--- config.mk ---
export PLATFORM = sky130hd
export DESIGN_NAME = msx_regfile
export DESIGN_NICKNAME = d
export VERILOG_FILES = /design/src/sv/msx_pkg.sv /design/src/sv/msx_regfile.sv
export SDC_FILE = /design/constraint.sdc
export NUM_CORES = 2
export LEC_CHECK = 0
export BUFFER_PORTS_ARGS = -buffer_cell sky130_fd_sc_hd__clkbuf_2
export CAP_MARGIN = 20
export CORE_AREA = 2 2 339 341
export DETAILED_ROUTE_END_ITERATION = 10
export DIE_AREA = 0 0 341 343
export PLACE_DENSITY_LB_ADDON = 0.2
export SYNTH_ARGS = -nofsm -noshare
export SYNTH_HDL_FRONTEND = slang
export SYNTH_SLANG_ARGS = --single-unit
--- constraint.sdc ---
create_clock -name clock -period 4.2 [get_ports clock]
set_input_delay 0.63 -clock clock [delete_from_list [all_inputs] [get_ports clock]]
set_output_delay 0.63 -clock clock [all_outputs]
set_load 0.05 [all_outputs]
--- src/sv/msx_pkg.sv ---
package msx_pkg;

   // data memory depth in 32-bit words (power of two; word index is a bit slice)
   localparam int unsigned DATA_WORDS = 1024;
   localparam int unsigned DMEM_AW = $clog2(DATA_WORDS);

   localparam logic [5:0] OP_RFORMAT  = 6'd0;
   localparam logic [5:0] OP_J        = 6'd2;
   localparam logic [5:0] OP_JAL      = 6'd3;
   localparam logic [5:0] OP_BEQ      = 6'd4;
   localparam logic [5:0] OP_BNE      = 6'd5;
   localparam logic [5:0] OP_BLEZ     = 6'd6;
   localparam logic [5:0] OP_ADDI     = 6'd8;
   localparam logic [5:0] OP_ADDI_UNS = 6'd9;
   localparam logic [5:0] OP_SLTI     = 6'd10;
   localparam logic [5:0] OP_SLTI_UNS = 6'd11;
   localparam logic [5:0] OP_ORI      = 6'd13;
   localparam logic [5:0] OP_LUI      = 6'd15;
   localparam logic [5:0] OP_LB       = 6'd32;
   localparam logic [5:0] OP_LW       = 6'd35;
   localparam logic [5:0] OP_LBU      = 6'd36;
   localparam logic [5:0] OP_SB       = 6'd40;
   localparam logic [5:0] OP_SW       = 6'd43;

   localparam logic [5:0] FN_SLL  = 6'd0;
   localparam logic [5:0] FN_SRL  = 6'd2;
   localparam logic [5:0] FN_SRA  = 6'd3;
   localparam logic [5:0] FN_JR   = 6'd8;
   localparam logic [5:0] FN_JALR = 6'd9;
   localparam logic [5:0] FN_ADD  = 6'd32;
   localparam logic [5:0] FN_ADDU = 6'd33;
   localparam logic [5:0] FN_SUB  = 6'd34;
   localparam logic [5:0] FN_SUBU = 6'd35;
   localparam logic [5:0] FN_AND  = 6'd36;
   localparam logic [5:0] FN_OR   = 6'd37;
   localparam logic [5:0] FN_XOR  = 6'd38;
   localparam logic [5:0] FN_NOR  = 6'd39;
   localparam logic [5:0] FN_SLT  = 6'd42;

   localparam logic [31:0] JUMP_REGION_MASK = 32'hF000_0000;
   localparam logic [4:0]  LINK_REG         = 5'd31;
   localparam logic [31:0] INSN_BYTES       = 32'd4;

   typedef struct packed {
      logic        we;
      logic [4:0]  idx;
      logic [31:0] data;
   } rf_write_type;

   typedef struct packed {
      logic [31:0] next_fetch;
      logic        reg_we;
      logic [4:0]  reg_idx;
      logic [31:0] reg_val;
      logic        store;
      logic [31:0] data_addr;
      logic [31:0] store_val;
      logic        taken;
      logic        bad;
      logic        jump;
      logic [31:0] target;
      logic        load;
      logic        load_byte;
      logic        load_signed;
      logic [1:0]  byte_lane;
      logic [3:0]  mem_be;
      logic [31:0] mem_wdata;
   } exec_result_type;

endpackage

--- src/sv/msx_regfile.sv ---
module msx_regfile
   import msx_pkg::*;
(
   input  logic         clock,
   input  logic         reset,
   input  logic         read_enable,
   input  logic [4:0]   read_index_a,
   input  logic [4:0]   read_index_b,
   input  rf_write_type write_port,
   output logic [31:0]  read_data_a,
   output logic [31:0]  read_data_b
);

   logic [31:0] rf_mem_ff [32];
   logic [31:0] valid_ff;
   logic [31:0] data_a_ff;
   logic [31:0] data_b_ff;

   // entries never written read as zero; register 0 is never written
   always_ff @(posedge clock) begin
      if (reset) begin
         valid_ff <= '0;
      end else if (write_port.we) begin
         valid_ff[write_port.idx] <= 1'b1;
      end
   end

   // write-first: a read at the edge of a write to the same entry sees the new value
   always_ff @(posedge clock) begin
      if (write_port.we) begin
         rf_mem_ff[write_port.idx] <= write_port.data;
      end
      if (read_enable) begin
         if (write_port.we && write_port.idx == read_index_a) begin
            data_a_ff <= write_port.data;
         end else if (valid_ff[read_index_a]) begin
            data_a_ff <= rf_mem_ff[read_index_a];
         end else begin
            data_a_ff <= '0;
         end
         if (write_port.we && write_port.idx == read_index_b) begin
            data_b_ff <= write_port.data;
         end else if (valid_ff[read_index_b]) begin
            data_b_ff <= rf_mem_ff[read_index_b];
         end else begin
            data_b_ff <= '0;
         end
      end
   end

   assign read_data_a = data_a_ff;
   assign read_data_b = data_b_ff;

endmodule

==> flow_summary.json <==
{
  "status": "complete, no violations",
  "route.vias.total": 28200,
  "crit_fanout": 42,
  "critPathRequiredTime_ps": 4620,
  "hold_viol": 0,
  "cts_sinks": 1120,
  "root_buffer": "clkbuf_16",
  "nFillCells": 8944,
  "gp_congestion": 0.805,
  "synth_warnings": 0,
  "cap_violations": 0,
  "p_per_area_nw_per_um2": 434,
  "synth.cell_area_um2": 50600,
  "nets": 2637,
  "fin_worst_skew_ps": 17.8,
  "initial_core_util_pct": 44.6,
  "area_growth_pct": 13.9,
  "fmax_mhz": 398,
  "finalCriticalPeriod_ps": 2510,
  "synthCells": 2443,
  "die_area_um2": 117000,
  "utilization_pct": 50.8,
  "placedInstanceArea_um2": 53800,
  "io_buffers": 114,
  "final.period_utilization_pct": 59.8,
  "crit_start": "read_index_a[1]",
  "synth_seq_cells": 1120,
  "final_common_cell": "edfxtp_1",
  "worstHoldStart": "valid_ff[3]$_SDFFE_PP0P_",
  "crit_end": "read_data_a[6]$_DFFE_PP_",
  "rsz0062_at_grt": "no",
  "cp-start-kind": "primary input",
  "r2r_start": "valid_ff[27]$_SDFFE_PP0P_",
  "core_um2": 113000,
  "worstSetupPathType": "primary input to register",
  "grtUsageMet2_pct": 43.9,
  "crit_path_end_kind": "register",
  "syn_avg_cell_area_um2": 20.7,
  "clk_pin_slew_ps": 60,
  "maxSlewHeadroom_pct": 18.2,
  "p_leak_nw": 18.0,
  "r2r_end": "read_data_a[6]$_DFFE_PP_",
  "tightest_slew_ps": 1230,
  "grt_pass1_vias": 29500,
  "grt_most_used_layer": "met2",
  "timing.hold.ws_ps": 497,
  "cts_tree": "yes",
  "gr-total-overflow": 0,
  "core.rowCount": 124,
  "first_pass_iters": 6,
  "final_layout_size_suffix_gt1_share_pct": 38.2,
  "seq_area_frac_synth_pct": 65.8,
  "grt_antenna_before_repair": 5,
  "irDropWorstVdd_mv": 0.318,
  "post_cts_buffers": 0,
  "htree_levels": 3,
  "grt_pass1_wl_um": 220000,
  "synthesis.nets": 2494,
  "dp_hpwl_um": 82900,
  "die_w_um": 341,
  "numCtsBuffers": 116,
  "crit_arrival_ps": 2940,
  "die_h_um": 343,
  "cts_hold_buf": 0,
  "worstSkewPairLatency_ps": 700,
  "drv_slew": 0,
  "reg2reg_setup_slack_ps": 1740,
  "post_cts_resized": 0,
  "grt_max_degree": 110,
  "wl_per_cell_um": 37.0,
  "grtUsageTotal_pct": 26.7,
  "met3_usage_pct": 4.45,
  "grt_util_met1_pct": 36.0,
  "final_cell_area_um2": 57700,
  "layout_common_cells": "edfxtp_1 (1088), mux4_2 (582), clkbuf_16 (119)",
  "cts_max_path_buffers": 3,
  "setup_tns_ps": 0,
  "viasPerCell": 6.73,
  "synth_cell_types": 41,
  "hold_class": "register to register",
  "drc": 0,
  "setup_viol": 0,
  "ant_nets": 0,
  "drtIter0Drc": 3478,
  "drt-total-wl_um": 155000,
  "io_pins": 115,
  "r2r_cells": 6
}
## state kept, by name, indices dropped and copies added, names as in the netlist
register     cells
read_data_b     32
read_data_a     32
rf_mem_ff     1024
valid_ff        32
## layout make-up
| cell class | count | area (µm²) | share of cell area, % |
|---|---|---|---|
| multi-input combinational | 1119 | 16700 | 29.0 |
| clock inverter | 74 | 759 | 1.32 |
| antenna | 2 | 5.00 | 0.00868 |
| clock buffer | 139 | 3050 | 5.30 |
| sequential | 1120 | 33300 | 57.8 |
| tap | 1512 | 1890 | 3.28 |
| timing repair buffer | 225 | 1900 | 3.29 |
| inverter | 4 | 16.3 | 0.0282 |
## Yosys cell counts
cell type | n | area, µm²
a21o_1 | 2 | 15.0
a21oi_1 | 6 | 30.0
a221oi_1 | 4 | 35.0
a22o_1 | 1 | 8.76
a22oi_1 | 98 | 736
a2bb2oi_1 | 2 | 17.5
a32o_1 | 32 | 320
a41o_1 | 1 | 10.0
and2_1 | 1 | 6.26
and3_1 | 2 | 12.5
buf_1 | 15 | 56.3
buf_2 | 56 | 280
buf_4 | 4 | 30.0
buf_6 | 4 | 45.0
clkbuf_1 | 121 | 454
dfxtp_1 | 32 | 641
edfxtp_1 | 1088 | 32700
inv_1 | 4 | 15.0
mux2_2 | 1 | 11.3
mux2i_1 | 41 | 410
mux4_2 | 582 | 13100
nand2_1 | 98 | 368
nand2b_1 | 2 | 12.5
nand3_1 | 5 | 25.0
nand3b_1 | 38 | 285
nand4_1 | 33 | 206
nor2_1 | 102 | 383
nor2b_1 | 3 | 18.8
nor3_1 | 2 | 10.0
nor4_1 | 2 | 12.5
o2111ai_1 | 2 | 17.5
o21a_1 | 4 | 30.0
o21ai_1 | 31 | 155
o22a_1 | 1 | 8.76
o31ai_1 | 2 | 15.0
o32a_1 | 3 | 30.0
or2_1 | 4 | 25.0
or3_1 | 1 | 6.26
or3b_2 | 3 | 26.3
xnor2_1 | 2 | 17.5
xor2_1 | 8 | 70.1
## layer usage
| metal | routed length, µm | vias up |
|---|---|---|
| li1 | - | 11000 |
| met1 | 59500 | 15300 |
| met2 | 76200 | 1601 |
| met3 | 13500 | 338 |
| met4 | 6000 | 6 |
| met5 | 37 | - |
## cells by family after synthesis
| family | after synthesis | share of synthesized area (%) |
|---|---|---|
| compound gates | 189 | 2.82 |
| flops | 1120 | 65.8 |
| buf+inv | 204 | 1.74 |
| xor+xnor | 10 | 0.173 |
| mux | 624 | 26.7 |
| simple gates | 296 | 2.76 |
## where the power goes
part / internal (mW) / switching, mW / total, mW
clock network: 6.03 / 4.41 / 10.4
registers: 12.4 / 0.0861 / 12.5
logic: 0.833 / 1.24 / 2.07
## per-stage QoR
stage	std cells	total power, mW	setup WS (ps)
floorplan	2443	14.1	947
global placement	3980	14.8	966
detailed placement	3980	14.8	987
CTS	4193	25.2	1720
global route	4195	25.7	1590
finish	4195	25.0	1690
## worst min path at each step
stage,endpoint,slack [ps],depth (start not counted)
finish,valid_ff[3]$_SDFFE_PP0P_,500,2
global route,valid_ff[17]$_SDFFE_PP0P_,520,2
CTS,valid_ff[19]$_SDFFE_PP0P_,500,2
detailed placement,valid_ff[19]$_SDFFE_PP0P_,480,2
global placement,valid_ff[7]$_SDFFE_PP0P_,460,2
floorplan,valid_ff[14]$_SDFFE_PP0P_,450,2
## critical path: stages
cell	delay [ps]
buf_8	340
mux4_2	570
a2bb2oi_1	150
o2111ai_1	380
a21oi_4	100
buf_4	340
a32o_1	380
Power figures use the tool's default switching activity.
